===== src/design/srw_pkg.sv =====
// Shared types and constants of the stall recovery watchdog.
package srw_pkg;

	typedef enum logic [2:0] {
		ST_IDLE        = 3'd0,
		ST_WATCHING    = 3'd1,
		ST_SUSPECT     = 3'd2,
		ST_RECOVERING  = 3'd3,
		ST_COOLDOWN    = 3'd4,
		ST_SURRENDERED = 3'd5
	} watch_t;

	typedef enum logic [1:0] {
		ACT_NONE   = 2'd0,
		ACT_RESUME = 2'd1,
		ACT_NUDGE  = 2'd2,
		ACT_RELOAD = 2'd3
	} act_t;

	typedef enum logic [2:0] {
		SEQ_IDLE,
		SEQ_EVAL,
		SEQ_PRUNE,
		SEQ_DECIDE,
		SEQ_OUT
	} seq_t;

	typedef enum logic {
		RING_IDLE,
		RING_WALK
	} ring_state_t;

	typedef struct packed {
		logic clear;
		logic prune;
		logic push;
	} ring_req_t;

	typedef struct packed {
		logic busy;
		logic done;
	} ring_sts_t;

	localparam logic [3:0] CMD_STARTED      = 4'd0;
	localparam logic [3:0] CMD_VIDEO_CHANGE = 4'd1;
	localparam logic [3:0] CMD_DISABLED     = 4'd2;
	localparam logic [3:0] CMD_SCRUB        = 4'd3;
	localparam logic [3:0] CMD_PAUSE        = 4'd4;
	localparam logic [3:0] CMD_PROGRESS     = 4'd5;
	localparam logic [3:0] CMD_ERROR        = 4'd6;
	localparam logic [3:0] CMD_SERVER_STOP  = 4'd7;
	localparam logic [3:0] CMD_STALLED      = 4'd8;
	localparam logic [3:0] CMD_TIMER_FIRED  = 4'd9;

	localparam logic [2:0] REG_ATTEMPT_WINDOW = 3'd0;
	localparam logic [2:0] REG_MAX_ATTEMPTS   = 3'd1;
	localparam logic [2:0] REG_CONFIRM_DELAY  = 3'd2;
	localparam logic [2:0] REG_FIRST_BACKOFF  = 3'd3;
	localparam logic [2:0] REG_SECOND_BACKOFF = 3'd4;
	localparam logic [2:0] REG_THIRD_BACKOFF  = 3'd5;
	localparam logic [2:0] REG_COOLDOWN       = 3'd6;
	localparam logic [2:0] REG_PROGRESS_MIN   = 3'd7;

	localparam logic [31:0] POS_UNKNOWN = 32'hFFFF_FFFF;

endpackage


===== src/design/srw_ram.sv =====
// Generic single-write, single-read RAM with registered read data.
module srw_ram #(
	parameter int WIDTH = 32,
	parameter int DEPTH = 8,
	localparam int AW = (DEPTH > 1) ? $clog2(DEPTH) : 1
) (
	input  logic             clk,
	input  logic             we,
	input  logic [AW-1:0]    waddr,
	input  logic [WIDTH-1:0] wdata,
	input  logic [AW-1:0]    raddr,
	output logic [WIDTH-1:0] rdata
);

	logic [WIDTH-1:0] mem [0:DEPTH-1];

	always_ff @(posedge clk) begin
		if (we) begin
			mem[waddr] <= wdata;
		end
		rdata <= mem[raddr];
	end

endmodule


===== src/design/srw_ring.sv =====
// Attempt stamp ring: RAM, head and count, prune walk and stamp push.
module srw_ring #(
	parameter int ATTEMPT_SLOTS = 8,
	localparam int CW = $clog2(ATTEMPT_SLOTS + 1)
) (
	input  logic              clk,
	input  logic              arst_n,
	input  srw_pkg::ring_req_t req,
	input  logic [31:0]       now_ms,
	input  logic [23:0]       window_ms,
	output srw_pkg::ring_sts_t sts,
	output logic [CW-1:0]     count
);
	import srw_pkg::*;

	localparam int IW = (ATTEMPT_SLOTS > 1) ? $clog2(ATTEMPT_SLOTS) : 1;

	function automatic logic [IW-1:0] wrap_add(input logic [IW-1:0] a, input logic [CW-1:0] b);
		logic [CW:0] s;
		s = {{(CW + 1 - IW){1'b0}}, a} + {1'b0, b};
		if (s >= (CW + 1)'(ATTEMPT_SLOTS)) begin
			s = s - (CW + 1)'(ATTEMPT_SLOTS);
		end
		return s[IW-1:0];
	endfunction

	ring_state_t   state_q, state_d;
	logic [IW-1:0] head_q;
	logic [CW-1:0] count_q;
	logic [CW-1:0] rd_i_q;
	logic [CW-1:0] kept_q;
	logic          pend_s1;

	logic          we;
	logic [IW-1:0] waddr;
	logic [31:0]   wdata;
	logic [IW-1:0] raddr;
	logic [31:0]   rdata;
	logic [31:0]   age;
	logic          full;
	logic          rd_go;
	logic          keep;
	logic          fin;

	srw_ram #(.WIDTH(32), .DEPTH(ATTEMPT_SLOTS)) u_ram (
		.clk  (clk),
		.we   (we),
		.waddr(waddr),
		.wdata(wdata),
		.raddr(raddr),
		.rdata(rdata)
	);

	assign age  = now_ms - rdata;
	assign full = (count_q == CW'(ATTEMPT_SLOTS));

	always_comb begin
		state_d = state_q;
		we      = 1'b0;
		waddr   = wrap_add(head_q, kept_q);
		wdata   = now_ms;
		raddr   = wrap_add(head_q, rd_i_q);
		rd_go   = 1'b0;
		keep    = 1'b0;
		fin     = 1'b0;
		case (state_q)
			RING_IDLE: begin
				if (req.prune) begin
					state_d = RING_WALK;
				end else if (req.push) begin
					we    = 1'b1;
					waddr = full ? head_q : wrap_add(head_q, count_q);
				end
			end
			RING_WALK: begin
				rd_go = (rd_i_q != count_q);
				keep  = pend_s1 && (age <= {8'd0, window_ms});
				if (keep) begin
					we    = 1'b1;
					wdata = rdata;
				end
				fin = !rd_go && !pend_s1;
				if (fin) begin
					state_d = RING_IDLE;
				end
			end
			default: begin
				state_d = RING_IDLE;
			end
		endcase
	end

	always_ff @(posedge clk or negedge arst_n) begin
		if (!arst_n) begin
			state_q <= RING_IDLE;
		end else begin
			state_q <= state_d;
		end
	end

	always_ff @(posedge clk or negedge arst_n) begin
		if (!arst_n) begin
			head_q  <= '0;
			count_q <= '0;
			rd_i_q  <= '0;
			kept_q  <= '0;
			pend_s1 <= 1'b0;
		end else if (req.clear) begin
			head_q  <= '0;
			count_q <= '0;
		end else if (state_q == RING_IDLE) begin
			rd_i_q  <= '0;
			kept_q  <= '0;
			pend_s1 <= 1'b0;
			if (!req.prune && req.push) begin
				if (full) begin
					head_q <= wrap_add(head_q, CW'(1));
				end else begin
					count_q <= count_q + CW'(1);
				end
			end
		end else begin
			pend_s1 <= rd_go;
			if (rd_go) begin
				rd_i_q <= rd_i_q + CW'(1);
			end
			if (keep) begin
				kept_q <= kept_q + CW'(1);
			end
			if (fin) begin
				count_q <= kept_q;
			end
		end
	end

	assign sts.busy = (state_q == RING_WALK);
	assign sts.done = fin;
	assign count    = count_q;

`ifndef ASSERT_OFF
	a_count_bound: assert property (@(posedge clk) disable iff (!arst_n)
		count_q <= CW'(ATTEMPT_SLOTS))
		else $error("ring count exceeds slots");
	a_kept_behind: assert property (@(posedge clk) disable iff (!arst_n)
		state_q == RING_WALK |-> kept_q <= rd_i_q)
		else $error("compaction write overtook read pointer");
	a_push_idle: assert property (@(posedge clk) disable iff (!arst_n)
		req.push |-> state_q == RING_IDLE && !req.prune)
		else $error("stamp push during prune walk");
`endif

endmodule


===== src/design/stall_recovery_watchdog.sv =====
// Top level of the stall recovery watchdog: event sequencer, registers, result register.
//
// Input channel: in_valid/in_stall carry one player event (command, now_ms,
// media_position_ms, live_stream). A beat is taken when in_valid is high and
// in_stall low. Output channel: out_valid/out_stall carry one result beat per
// event (action, arm_timer, arm_delay_ms, cancel_timers, watch_state).
// Configuration: cfg_valid/cfg_ready with cfg_index and cfg_data; cfg_ready is
// always high, write only while no event is in flight.
// Sequence: an event that needs no recovery step goes from the evaluate state
// straight to the output state. A timer event that runs recovery walks the stamp
// ring through the RAM read port, one stored stamp a cycle, in a prune state,
// then passes a decide state before the output state. One event is in work at a
// time; the next beat is taken the cycle after the result moves into the output
// register.
// A stalled result holds in the output register; in_stall stays high while an
// event is in work, including while its result waits for that register to free.
// Reset clears state, counters and configuration registers to their defaults at once; stamp
// RAM contents need no clearing since only counted entries are read.
module stall_recovery_watchdog #(
	parameter int ATTEMPT_SLOTS = 8
) (
	input  logic        clk,
	input  logic        arst_n,
	input  logic        in_valid,
	output logic        in_stall,
	input  logic [3:0]  command,
	input  logic [31:0] now_ms,
	input  logic [31:0] media_position_ms,
	input  logic        live_stream,
	output logic        out_valid,
	input  logic        out_stall,
	output logic [1:0]  action,
	output logic        arm_timer,
	output logic [23:0] arm_delay_ms,
	output logic        cancel_timers,
	output logic [2:0]  watch_state,
	input  logic        cfg_valid,
	output logic        cfg_ready,
	input  logic [2:0]  cfg_index,
	input  logic [23:0] cfg_data
);
	import srw_pkg::*;

	localparam int CW = $clog2(ATTEMPT_SLOTS + 1);
	localparam int MW = (CW > 4) ? CW : 4;

	logic [23:0] window_q, confirm_q, first_q, second_q, third_q, cooldown_q, pmin_q;
	logic [3:0]  max_att_q;

	seq_t        seq_q, seq_d;
	watch_t      fsm_q;
	logic [31:0] last_pos_q, susp_pos_q;
	logic [1:0]  incident_q;
	logic [3:0]  cmd_q;
	logic [31:0] now_q, pos_q;
	logic        live_q;
	act_t        res_action_q;
	logic        res_arm_q, res_cancel_q;
	logic [23:0] res_delay_q;
	logic        out_valid_q;

	ring_req_t     ring_req;
	ring_sts_t     ring_sts;
	logic [CW-1:0] ring_count;

	watch_t      ev_state;
	logic        ev_enter, ev_clear, ev_set_last, ev_susp_set, ev_recover;
	logic [31:0] ev_last;
	act_t        ev_action;
	logic        ev_arm, ev_cancel;
	logic [23:0] ev_delay;

	logic signed [33:0] pmin_s, adv_diff, prog_diff;
	logic        adv, prog;
	logic        surrender;
	logic [1:0]  inc_new;
	act_t        dec_action;
	logic [23:0] dec_delay;
	logic        out_free;

	srw_ring #(.ATTEMPT_SLOTS(ATTEMPT_SLOTS)) u_ring (
		.clk      (clk),
		.arst_n   (arst_n),
		.req      (ring_req),
		.now_ms   (now_q),
		.window_ms(window_q),
		.sts      (ring_sts),
		.count    (ring_count)
	);

	assign cfg_ready = 1'b1;

	always_ff @(posedge clk or negedge arst_n) begin
		if (!arst_n) begin
			window_q   <= 24'd60000;
			max_att_q  <= 4'd3;
			confirm_q  <= 24'd2000;
			first_q    <= 24'd1000;
			second_q   <= 24'd3000;
			third_q    <= 24'd8000;
			cooldown_q <= 24'd10000;
			pmin_q     <= 24'd100;
		end else if (cfg_valid && cfg_ready) begin
			case (cfg_index)
				REG_ATTEMPT_WINDOW: window_q   <= cfg_data;
				REG_MAX_ATTEMPTS:   max_att_q  <= cfg_data[3:0];
				REG_CONFIRM_DELAY:  confirm_q  <= cfg_data;
				REG_FIRST_BACKOFF:  first_q    <= cfg_data;
				REG_SECOND_BACKOFF: second_q   <= cfg_data;
				REG_THIRD_BACKOFF:  third_q    <= cfg_data;
				REG_COOLDOWN:       cooldown_q <= cfg_data;
				REG_PROGRESS_MIN:   pmin_q     <= cfg_data;
				default: begin
				end
			endcase
		end
	end

	assign pmin_s    = $signed({10'd0, pmin_q});
	assign adv_diff  = $signed({{2{pos_q[31]}}, pos_q})
	                 - $signed({{2{last_pos_q[31]}}, last_pos_q});
	assign prog_diff = $signed({{2{last_pos_q[31]}}, last_pos_q})
	                 - $signed({{2{susp_pos_q[31]}}, susp_pos_q});
	assign adv  = last_pos_q[31] || (adv_diff >= pmin_s);
	assign prog = !susp_pos_q[31] && !last_pos_q[31] && (prog_diff >= pmin_s);

	always_comb begin
		ev_state    = fsm_q;
		ev_enter    = 1'b0;
		ev_clear    = 1'b0;
		ev_set_last = 1'b0;
		ev_last     = pos_q;
		ev_susp_set = 1'b0;
		ev_recover  = 1'b0;
		ev_action   = ACT_NONE;
		ev_arm      = 1'b0;
		ev_delay    = 24'd0;
		ev_cancel   = 1'b0;
		case (cmd_q)
			CMD_STARTED: begin
				ev_state    = ST_WATCHING;
				ev_enter    = 1'b1;
				ev_clear    = 1'b1;
				ev_set_last = 1'b1;
				ev_cancel   = 1'b1;
			end
			CMD_VIDEO_CHANGE, CMD_DISABLED: begin
				ev_state    = ST_IDLE;
				ev_enter    = 1'b1;
				ev_clear    = 1'b1;
				ev_set_last = 1'b1;
				ev_last     = POS_UNKNOWN;
				ev_cancel   = 1'b1;
			end
			CMD_SCRUB, CMD_PAUSE: begin
				if (fsm_q != ST_IDLE && fsm_q != ST_SURRENDERED) begin
					ev_state    = ST_WATCHING;
					ev_enter    = 1'b1;
					ev_set_last = 1'b1;
					ev_cancel   = 1'b1;
				end
			end
			CMD_PROGRESS: begin
				ev_set_last = !pos_q[31];
				if (adv && fsm_q == ST_SUSPECT) begin
					ev_state  = ST_WATCHING;
					ev_enter  = 1'b1;
					ev_cancel = 1'b1;
				end else if (adv && fsm_q == ST_RECOVERING) begin
					ev_state  = ST_COOLDOWN;
					ev_enter  = 1'b1;
					ev_cancel = 1'b1;
					ev_arm    = 1'b1;
					ev_delay  = cooldown_q;
				end
			end
			CMD_ERROR, CMD_SERVER_STOP, CMD_STALLED: begin
				if (fsm_q == ST_WATCHING) begin
					ev_state    = ST_SUSPECT;
					ev_susp_set = 1'b1;
					ev_arm      = 1'b1;
					ev_delay    = confirm_q;
				end
			end
			CMD_TIMER_FIRED: begin
				if (fsm_q == ST_COOLDOWN) begin
					ev_state = ST_WATCHING;
					ev_enter = 1'b1;
					ev_clear = 1'b1;
				end else if (fsm_q == ST_SUSPECT && prog) begin
					ev_state  = ST_WATCHING;
					ev_enter  = 1'b1;
					ev_cancel = 1'b1;
				end else if (fsm_q == ST_SUSPECT || fsm_q == ST_RECOVERING) begin
					ev_recover = 1'b1;
				end
			end
			default: begin
			end
		endcase
	end

	assign surrender = {{(MW - CW){1'b0}}, ring_count} >= {{(MW - 4){1'b0}}, max_att_q};
	assign inc_new   = (incident_q == 2'd3) ? 2'd3 : incident_q + 2'd1;

	always_comb begin
		case (inc_new)
			2'd2: begin
				dec_action = live_q ? ACT_RELOAD : ACT_NUDGE;
				dec_delay  = second_q;
			end
			2'd3: begin
				dec_action = ACT_RELOAD;
				dec_delay  = third_q;
			end
			default: begin
				dec_action = ACT_RESUME;
				dec_delay  = first_q;
			end
		endcase
	end

	assign out_free = !out_valid_q || !out_stall;

	always_comb begin
		seq_d          = seq_q;
		ring_req.clear = 1'b0;
		ring_req.prune = 1'b0;
		ring_req.push  = 1'b0;
		case (seq_q)
			SEQ_IDLE: begin
				if (in_valid) begin
					seq_d = SEQ_EVAL;
				end
			end
			SEQ_EVAL: begin
				ring_req.clear = ev_clear;
				ring_req.prune = ev_recover;
				seq_d          = ev_recover ? SEQ_PRUNE : SEQ_OUT;
			end
			SEQ_PRUNE: begin
				if (ring_sts.done) begin
					seq_d = SEQ_DECIDE;
				end
			end
			SEQ_DECIDE: begin
				ring_req.push = !surrender;
				seq_d         = SEQ_OUT;
			end
			SEQ_OUT: begin
				if (out_free) begin
					seq_d = SEQ_IDLE;
				end
			end
			default: begin
				seq_d = SEQ_IDLE;
			end
		endcase
	end

	always_ff @(posedge clk or negedge arst_n) begin
		if (!arst_n) begin
			seq_q <= SEQ_IDLE;
		end else begin
			seq_q <= seq_d;
		end
	end

	assign in_stall = (seq_q != SEQ_IDLE);

	always_ff @(posedge clk) begin
		if (seq_q == SEQ_IDLE && in_valid) begin
			cmd_q  <= command;
			now_q  <= now_ms;
			pos_q  <= media_position_ms;
			live_q <= live_stream;
		end
	end

	always_ff @(posedge clk or negedge arst_n) begin
		if (!arst_n) begin
			fsm_q      <= ST_IDLE;
			last_pos_q <= POS_UNKNOWN;
			susp_pos_q <= POS_UNKNOWN;
			incident_q <= 2'd0;
		end else if (seq_q == SEQ_EVAL) begin
			fsm_q <= ev_state;
			if (ev_set_last) begin
				last_pos_q <= ev_last;
			end
			if (ev_enter) begin
				incident_q <= 2'd0;
				susp_pos_q <= POS_UNKNOWN;
			end else if (ev_susp_set) begin
				susp_pos_q <= last_pos_q;
			end
		end else if (seq_q == SEQ_DECIDE) begin
			if (surrender) begin
				fsm_q <= ST_SURRENDERED;
			end else begin
				fsm_q      <= ST_RECOVERING;
				incident_q <= inc_new;
			end
		end
	end

	always_ff @(posedge clk) begin
		if (seq_q == SEQ_EVAL) begin
			res_action_q <= ev_action;
			res_arm_q    <= ev_arm;
			res_delay_q  <= ev_delay;
			res_cancel_q <= ev_cancel;
		end else if (seq_q == SEQ_DECIDE) begin
			res_action_q <= surrender ? ACT_NONE : dec_action;
			res_arm_q    <= !surrender;
			res_delay_q  <= surrender ? 24'd0 : dec_delay;
			res_cancel_q <= surrender;
		end
	end

	always_ff @(posedge clk or negedge arst_n) begin
		if (!arst_n) begin
			out_valid_q <= 1'b0;
		end else if (seq_q == SEQ_OUT && out_free) begin
			out_valid_q <= 1'b1;
		end else if (!out_stall) begin
			out_valid_q <= 1'b0;
		end
	end

	always_ff @(posedge clk) begin
		if (seq_q == SEQ_OUT && out_free) begin
			action        <= res_action_q;
			arm_timer     <= res_arm_q;
			arm_delay_ms  <= res_delay_q;
			cancel_timers <= res_cancel_q;
			watch_state   <= fsm_q;
		end
	end

	assign out_valid = out_valid_q;

`ifndef ASSERT_OFF
	a_done_in_prune: assert property (@(posedge clk) disable iff (!arst_n)
		ring_sts.done |-> seq_q == SEQ_PRUNE)
		else $error("ring walk finished outside prune wait");
	a_idle_ring_quiet: assert property (@(posedge clk) disable iff (!arst_n)
		seq_q == SEQ_IDLE |-> !ring_sts.busy)
		else $error("ring busy while no event in work");
	a_delay_zero: assert property (@(posedge clk) disable iff (!arst_n)
		out_valid_q |-> arm_timer || arm_delay_ms == 24'd0)
		else $error("delay set without timer arm");
	a_surrender_quiet: assert property (@(posedge clk) disable iff (!arst_n)
		out_valid_q && watch_state == ST_SURRENDERED |-> action == ACT_NONE)
		else $error("action issued in surrendered state");
`endif

endmodule

===== config.mk =====
export PLATFORM = sky130hd
export DESIGN_NAME = stall_recovery_watchdog
export DESIGN_NICKNAME = d
export VERILOG_FILES = /design/src/design/srw_pkg.sv /design/src/design/srw_ram.sv /design/src/design/srw_ring.sv /design/src/design/stall_recovery_watchdog.sv
export SDC_FILE = /design/constraint.sdc
export NUM_CORES = 1
export LEC_CHECK = 0
export ABC_CLOCK_PERIOD_IN_PS = 8140
export BUFFER_PORTS_ARGS = -buffer_cell sky130_fd_sc_hd__buf_2
export CAP_MARGIN = 25
export CORE_ASPECT_RATIO = 0.7
export CORE_MARGIN = 1
export CORE_UTILIZATION = 40
export DETAILED_ROUTE_END_ITERATION = 7
export PLACE_DENSITY_LB_ADDON = 0.1
export SLEW_MARGIN = 20
export SYNTH_ARGS = -nofsm -noshare
export SYNTH_HDL_FRONTEND = slang
export SYNTH_SLANG_ARGS = --single-unit

===== constraint.sdc =====
create_clock -name clk -period 8.14 [get_ports clk]
set_input_delay 1.221 -clock clk [delete_from_list [all_inputs] [get_ports clk]]
set_output_delay 1.221 -clock clk [all_outputs]
set_load 0.05 [all_outputs]

==> results of run 1 <==
critical path, delay by kind of cell, from the launching register on:
kind	cells	cell delay, ps
XOR/XNOR	1	150
buffers and inverters	2	860
AO/OA/AOI/OAI	13	3190
flip-flops	1	450
AND/OR/NAND/NOR	5	1060
adder cells (fa/ha/maj)	2	570
power by group:
| group | switching, mW | internal [mW] | leakage, nW |
|---|---|---|---|
| combinational | 2.92 | 1.84 | 7.13 |
| sequential | 0.361 | 4.39 | 6.79 |
| clock | 1.42 | 2.04 | 1.22 |
flip-flops by register name (all words and copies together) (netlist names), 4 cells and up:
| signal | count |
|---|---|
| last_pos_q | 32 |
| u_ring.rd_i_q | 4 |
| confirm_q | 24 |
| third_q | 24 |
| max_att_q | 4 |
| res_delay_q | 24 |
| cooldown_q | 24 |
| u_ring.u_ram.rdata | 32 |
| arm_delay_ms | 24 |
| second_q | 24 |
| susp_pos_q | 32 |
| window_q | 24 |
| u_ring.kept_q | 4 |
| now_q | 32 |
| u_ring.count | 4 |
| pmin_q | 24 |
| first_q | 24 |
| cmd_q | 4 |
| pos_q | 32 |
| u_ring.u_ram.mem | 256 |
synthesized netlist by cell type, types with 9 or more instances:
cell | count | share of area [%]
a211oi_1 | 22 | 0.49
a21o_1 | 65 | 1.4
a21oi_1 | 132 | 2.0
a22oi_1 | 24 | 0.53
a31oi_1 | 10 | 0.19
and2_1 | 9 | 0.17
clkbuf_1 | 103 | 1.1
dfrtp_1 | 156 | 12
dfstp_2 | 106 | 8.3
dfxtp_1 | 34 | 2.0
edfxtp_1 | 382 | 34
ha_1 | 180 | 6.7
inv_1 | 202 | 2.2
mux2_2 | 184 | 6.1
mux2i_1 | 34 | 1.0
mux4_2 | 64 | 4.3
nand2_1 | 192 | 2.1
nand2b_1 | 20 | 0.37
nand3_1 | 45 | 0.67
nand4_1 | 37 | 0.69
nor2_1 | 106 | 1.2
nor2b_1 | 16 | 0.30
nor3_1 | 32 | 0.48
o211ai_1 | 16 | 0.36
o21a_1 | 21 | 0.47
o21ai_0 | 179 | 2.7
o21ai_1 | 64 | 0.95
o22a_1 | 32 | 0.83
or3_1 | 13 | 0.24
xnor2_1 | 50 | 1.3
xor2_1 | 33 | 0.86
layer usage:
metal  wire length, um  vias to the layer above  track usage [%]
li1                  -                    10400                -
met4              1260                        0             3.88
met2             37300                      507             30.2
met1             43600                    11100             31.1
met3              3830                       90             3.24
met5                 0                        -                0
area by class of cell:
type / instances / area share, %
diodes: 1 / 0.00654
clock buffers: 97 / 5.22
clock inverters: 35 / 1.32
inverters: 202 / 1.98
multi-input cells: 1730 / 36.0
flip-flops and latches: 678 / 49.3
well taps: 1125 / 3.68
repair buffers: 169 / 2.56
cell families after synthesis:
kind of cell | after synthesis
other | 1
AND/OR/NAND/NOR | 516
adder cells (fa/ha/maj) | 186
buffers and inverters | 323
XOR/XNOR | 83
flip-flops | 678
multiplexers | 284
AO/OA/AOI/OAI | 660
how the worst min path moves through the flow:
| stage | from | to | slack (ps) | cells after the start |
|---|---|---|---|---|
| detailed placement | res_delay_q[21] | arm_delay_ms[21] | 400 | 0 |
| CTS | res_delay_q[4] | arm_delay_ms[4] | 420 | 0 |
| floorplan | res_delay_q[0] | arm_delay_ms[0] | 400 | 0 |
| finish | res_delay_q[4] | arm_delay_ms[4] | 420 | 0 |
| global placement | res_delay_q[0] | arm_delay_ms[0] | 400 | 0 |
| global route | res_delay_q[1] | arm_delay_ms[1] | 430 | 0 |
through the flow:
stage | util (%) | hold WS [ps] | worst slack [ps] | cells
2_1_floorplan | - | 400 | 1680 | 2731
3_3_place_gp | 43.1 | 403 | 1390 | 3902
3_5_place_dp | 43.1 | 405 | 1480 | 3903
4_1_cts | 46.1 | 418 | 1430 | 4035
5_1_grt | 46.1 | 426 | 1020 | 4036
6_report | 46.1 | 416 | 1430 | 4037
==> impl_metrics.env, run 1 <==
export IMPL_run_status="completed"
export IMPL_post_synth_and_or_nand_nor_area_fraction_pct=7.28
export IMPL_globalplace_congestion=0.891
export IMPL_most_common_layout_cells="edfxtp_1, inv_1, nand2_1, mux2_2"
export IMPL_regToRegStartpoint="now_q[1]"
export IMPL_report_final_setup_viol=0
export IMPL_cts_repair_resize_count=0
export IMPL_finClkSkew_ps=29.3
export IMPL_first_pass_grt_wire_length_mm=132
export IMPL_syn_area_per_cell_um2=12.3
export IMPL_htree_num_levels=3
export IMPL_final_cell_area_um2=38200
export IMPL_endpoint_kind="flop"
export IMPL_synth_area_mux_share_pct=11.5
export IMPL_die_area_um2=85500
export IMPL_power_static_leakage_nw=15.1
export IMPL_start_util_pct=40.7
export IMPL_clkTransAtPathRegs_ps=60
export IMPL_detailedRoute_firstIterationViolations=1743
export IMPL_async_flop_share_pct=38.6
export IMPL_clock_sinks=678
export IMPL_worst_slew_margin_rel_pct=28.7
export IMPL_synth_lib_cells_used_distinct=91
export IMPL_first_global_vias=21900
export IMPL_synth_ff_latch_count=678
export IMPL_floorplan_core_area_um2=82900
export IMPL_cts_tree="yes"
export IMPL_max_stage_delay_on_crit_path_ps=500
export IMPL_grt_antenna_before_repair=5
export IMPL_setup_reg_to_reg_worst_slack_ps=1430
export IMPL_port_buffer_count=133
export IMPL_post_route_cells_drive_above_1_share_pct=23.3
export IMPL_synthXorXnorAreaFrac_pct=2.16
export IMPL_cp_startpoint="now_q[1]"
export IMPL_post_cts_setup_buffers=0
export IMPL_grt_setup_unrepaired="no"
export IMPL_worst_path_max_fanout=63
export IMPL_worstReg2RegEnd="u_ring.u_ram.mem[3][2]"
export IMPL_syn_num_nets=3018
export IMPL_std_cell_rows=88
export IMPL_mostFrequentLayoutCell="edfxtp_1"
export IMPL_sequential_fraction_of_the_synthesis_area_pct=55.9
export IMPL_finalSetupTns_ps=0
export IMPL_critical_path_class="reg2reg"
export IMPL_synth_area_um2=33700
export IMPL_tightest_slew_ps=1070
export IMPL_timing_hold_worst_class="reg2reg"
export IMPL_vdd_drop_max_mv=0.167
export IMPL_finalCritPeriodShare_pct=82.5
export IMPL_detailedPlacementHpwl_mm=59.3
export IMPL_timing_critical_path_to="u_ring.u_ram.mem[3][2]"
export IMPL_syn_inst=2731
export IMPL_floorplan_die_width_um=349
export IMPL_post_route_drc_count=0
export IMPL_count_of_hold_buffers_inserted_by_post_cts_repair=0
export IMPL_synth_compound_area_share_pct=12.4
export IMPL_layout_min_cycle_time_ps=6710
export IMPL_chipHeight_um=245
export IMPL_route_vias_total=22100
export IMPL_placed_instance_area_um2=35700
export IMPL_finalHoldViolCount=0
export IMPL_ff2ff_path_depth=23
export IMPL_drt_vias_per_instance=5.47
export IMPL_synth_edf_count=382
export IMPL_grt_remaining_overflow=0
export IMPL_final_max_slew_violation_count=0
export IMPL_drt_wirelength_per_cell_um=21.3
export IMPL_clock_insertion_delay_worst_skew_ps=640
export IMPL_grt_max_degree=155
export IMPL_design_final_nets=3140
export IMPL_filler_cell_count=7445
export IMPL_cp_data_required_time_ps=8400
export IMPL_detailedRoute_firstPassIterationCount=5
export IMPL_cts_root_buffer="clkbuf_16"
export IMPL_ctsLongestPathBuffers=3
export IMPL_routed_wl_mm=86.0
export IMPL_area_growth_synth_to_final_pct=13.5
export IMPL_cts_buffers_inserted=72
export IMPL_total_power_mw=13.0
export IMPL_ff_latch_area_um2=18800
export IMPL_multi_input_area_um2=13800
export IMPL_synth_adder_area_share_pct=7.04
export IMPL_cap_violations=0
export IMPL_global_route_usage_total_pct=20.3
export IMPL_critical_path_slowest_cell="buf_4"
export IMPL_yosysWarningCount=0
export IMPL_startpoint_class="flop"
export IMPL_detail_route_antenna_nets=0
export IMPL_largest_family_of_logic_cells_by_synthesized_area="compound AO/OA/AOI/OAI gates"
export IMPL_fmax_mhz=149
export IMPL_number_of_top_level_pins=135
export IMPL_power_per_cell_area_nw_per_um2=339
export IMPL_synth_top_flop_cell="edfxtp_1"
export IMPL_cp_data_arrival_time_ps=6970
export IMPL_path_cells="ha_1 > nor2b_1 > o31a_1 > o31ai_1 > o21ai_0 > a41oi_1 > o21bai_1 > a21oi_1 > xnor2_1 > ha_1 > a21o_1 > a21o_1 > a211oi_1 > o21ai_0 > o211ai_1 > a32o_1 > or3b_1 > nor4_2 > nand3_2 > buf_4 > o32a_1 > nor2_4 > buf_4"
No activity file was read; power rests on OpenSTA's default activity.
==> run 2: changes to the inputs <==
--- a/config.mk
+++ b/config.mk
@@ -5,7 +5,8 @@
 export SDC_FILE = /design/constraint.sdc
 export NUM_CORES = 1
 export LEC_CHECK = 0
-export ABC_CLOCK_PERIOD_IN_PS = 8140
+export ABC_AREA = 1
+export ABC_CLOCK_PERIOD_IN_PS = 5900
 export BUFFER_PORTS_ARGS = -buffer_cell sky130_fd_sc_hd__buf_2
 export CAP_MARGIN = 25
 export CORE_ASPECT_RATIO = 0.7
==> constraint.sdc (replaced) <==
create_clock -name clk -period 5.9 [get_ports clk]
set_input_delay 0.885 -clock clk [delete_from_list [all_inputs] [get_ports clk]]
set_output_delay 0.885 -clock clk [all_outputs]
set_load 0.05 [all_outputs]
==> run 2 against run 1 <==
  * Total power up 59%
  * First-iteration DRC count up 23%
  * Global-route usage up 2.2 points
  * Critical endpoint is now u_ring.u_ram.mem[5][10]
  * Largest power group unchanged
==> impl_metrics.env, run 2 <==
export IMPL_tightest_slew_ps=1030
export IMPL_cts_repair_resize_count=0
export IMPL_area_growth_synth_to_final_pct=13.0
export IMPL_die_area_um2=89200
export IMPL_count_of_hold_buffers_inserted_by_post_cts_repair=0
export IMPL_largest_register="u_ring.u_ram.mem"
export IMPL_cts_tree="yes"
export IMPL_path_buf_inv=3
export IMPL_design_final_nets=4292
export IMPL_finalCritPeriodShare_pct=89.1
export IMPL_yosysWarningCount=0
export IMPL_clkTransAtPathRegs_ps=60
export IMPL_power_static_leakage_nw=17.4
export IMPL_critical_path_slowest_cell="nor2_1"
export IMPL_htree_num_levels=3
export IMPL_chipHeight_um=250
export IMPL_startpoint_class="flop"
export IMPL_power_per_cell_area_nw_per_um2=518
export IMPL_synth_top_flop_cell="edfxtp_1"
export IMPL_worst_path_max_fanout=13
export IMPL_async_flop_share_pct=38.6
export IMPL_vdd_drop_max_mv=0.245
export IMPL_mostFrequentLayoutCell="nand2_1"
export IMPL_syn_num_nets=4176
export IMPL_globalplace_congestion=0.874
export IMPL_detailedRoute_firstIterationViolations=2151
export IMPL_route_vias_total=26700
export IMPL_detailedPlacementHpwl_mm=68.4
export IMPL_synth_edf_count=382
export IMPL_post_route_drc_count=0
export IMPL_number_of_top_level_pins=135
export IMPL_post_synth_top_area_fraction_pct=32.6
export IMPL_start_util_pct=40.6
export IMPL_grt_antenna_before_repair=8
export IMPL_ctsLongestPathBuffers=3
export IMPL_largest_family_of_logic_cells_by_synthesized_area="simple AND/OR/NAND/NOR gates"
export IMPL_cap_violations=0
export IMPL_clock_sinks=678
export IMPL_post_cts_setup_buffers=0
export IMPL_syn_area_per_cell_um2=9.05
export IMPL_global_route_usage_total_pct=22.5
export IMPL_synth_adder_area_share_pct=6.74
export IMPL_routed_wl_mm=99.4
export IMPL_synth_area_leaders="edfxtp_1, dfrtp_1, nand2_1"
export IMPL_worst_path_dominant_cell_family="simple AND/OR/NAND/NOR gates"
export IMPL_final_hold_worst_slack_ps=318
export IMPL_syn_inst=3889
export IMPL_finalHoldViolCount=0
export IMPL_synth_largest_area_cell="edfxtp_1"
export IMPL_cts_buffers_inserted=72
export IMPL_synth_lib_cells_used_distinct=60
export IMPL_floorplan_core_area_um2=86700
export IMPL_max_stage_delay_on_crit_path_ps=460
export IMPL_grt_remaining_overflow=0
export IMPL_timing_hold_worst_class="in2async"
export IMPL_antenna_cells=0
export IMPL_report_final_setup_viol=0
export IMPL_endpoint_kind="flop"
export IMPL_cp_data_required_time_ps=6260
export IMPL_finClkSkew_ps=32.5
export IMPL_std_cell_rows=90
export IMPL_final_cell_area_um2=39800
export IMPL_post_route_cells_drive_above_1_share_pct=10.9
export IMPL_first_pass_grt_wire_length_mm=154
export IMPL_grt_setup_unrepaired="no"
export IMPL_floorplan_die_width_um=357
export IMPL_synth_ff_latch_count=678
export IMPL_synth_compound_area_share_pct=13.5
export IMPL_run_status="completed"
export IMPL_critical_path_class="reg2reg"
export IMPL_most_common_layout_cells="nand2_1, inv_1, o21ai_0, edfxtp_1, nor2_1"
export IMPL_detailedRoute_firstPassIterationCount=6
export IMPL_sequential_fraction_of_the_synthesis_area_pct=53.5
export IMPL_largest_register_ff_count=256
export IMPL_port_buffer_count=133
export IMPL_cp_data_arrival_time_ps=5620
export IMPL_most_common_cell_in_the_synthesized_netlist="nand2_1"
export IMPL_synth_area_um2=35200
export IMPL_synth_area_mux_share_pct=0.938
export IMPL_detail_route_antenna_nets=0
export IMPL_final_max_slew_violation_count=0
export IMPL_fmax_mhz=190
export IMPL_finalSetupTns_ps=0
export IMPL_drt_vias_per_instance=5.11
export IMPL_layout_min_cycle_time_ps=5260
export IMPL_grt_max_degree=184
export IMPL_drt_wirelength_per_cell_um=19.1
export IMPL_first_global_vias=25200
export IMPL_post_synth_and_or_nand_nor_area_fraction_pct=15.8
export IMPL_worst_slew_margin_rel_pct=31.1
export IMPL_cts_root_buffer="clkbuf_16"
export IMPL_clock_insertion_delay_worst_skew_ps=650
export IMPL_synth_commonest_cells="nand2_1, inv_1, o21ai_0"
export IMPL_placed_instance_area_um2=37400
export IMPL_synthXorXnorAreaFrac_pct=2.09
==> run 2: cell count changes after synthesis, moves of 33 or more <==
cell / previous run / this run
nand2_1: 192 / 828
inv_1: 202 / 538
o21ai_0: 179 / 422
nor2_1: 106 / 294
mux2_2: 184 / 0
a21oi_1: 132 / 237
nand3_1: 45 / 144
mux4_2: 64 / 0
a31oi_1: 10 / 67
o21ai_1: 64 / 27
a21o_1: 65 / 32
==> run 2: final cells by class <==
| type | instances | area (um2) |
|---|---|---|
| clock buffer | 99 | 1960 |
| sequential | 678 | 18800 |
| clock inverter | 35 | 430 |
| timing repair buffer | 174 | 1160 |
| fill | 8396 | 46900 |
| multi-input combinational | 2536 | 13900 |
| tap | 1150 | 1440 |
| inverter | 543 | 2040 |
==> run 2: cells by family after synthesis <==
| group | Yosys count |
|---|---|
| buffers and inverters | 675 |
| XOR/XNOR | 84 |
| multiplexers | 33 |
| AO/OA/AOI/OAI | 872 |
| AND/OR/NAND/NOR | 1360 |
| other | 1 |
| adder cells (fa/ha/maj) | 186 |
| flip-flops | 678 |
==> run 2: per-stage QoR <==
step / std cells / worst slack, ps / util (%) / power [mW]
2_1_floorplan: 3889 / 577 / - / 13.3
3_3_place_gp: 5078 / 891 / 43.0 / 15.9
3_5_place_dp: 5080 / 715 / 43.1 / 15.9
4_1_cts: 5214 / 721 / 45.9 / 20.6
5_1_grt: 5215 / 117 / 45.9 / 22.2
6_report: 5215 / 642 / 45.9 / 20.6
==> run 2: final timing paths <==
check / startpoint / endpoint / slack [ps] / cells past startpoint
setup / recovery: now_q[0] / u_ring.u_ram.mem[5][10] / 640 / 26
hold / removal: arst_n / confirm_q[2] / 320 / 1
setup reg to reg: now_q[0] / u_ring.u_ram.mem[5][10] / 640 / 26
hold reg to reg: res_delay_q[16] / arm_delay_ms[16] / 420 / 0
max in group asynchronous: arst_n / window_q[1] / 4230 / 2
min in group clk: media_position_ms[0] / pos_q[0] / 410 / 1
==> run 2: report_power, final <==
group	total [mW]	leakage, nW	switching (mW)	internal (mW)
Sequential	6.72	6.85	0.571	6.15
Clock	4.62	1.15	1.99	2.63
Combinational	9.25	9.43	6.08	3.17
==> run 2: worst register-to-register path, cell delays in order (launching register included) <==
cell	delay, ps
edfxtp_1	350
inv_1	100
ha_1	170
inv_1	70
fa_1	430
nand3_1	90
nand2_1	100
nand4_1	100
nand3_2	150
nand2_1	100
nand2_1	120
a21oi_2	240
o21ai_0	160
a21oi_1	190
xnor2_1	90
ha_1	290
nand4_1	140
nor3_1	210
nand4_1	130
nand2_1	120
nand3b_1	70
nor2_1	180
nand4_1	160
nor2_4	330
buf_4	310
a21oi_1	120
nor2_1	460
==> run 2: metal layers <==
metal | global-route usage (%) | vias up | wire [um]
met5 | 0 | - | 23
met4 | 4.62 | 4 | 1510
met3 | 3.37 | 102 | 5740
met2 | 30.6 | 675 | 39300
met1 | 36.9 | 12700 | 52800
li1 | - | 13200 | -
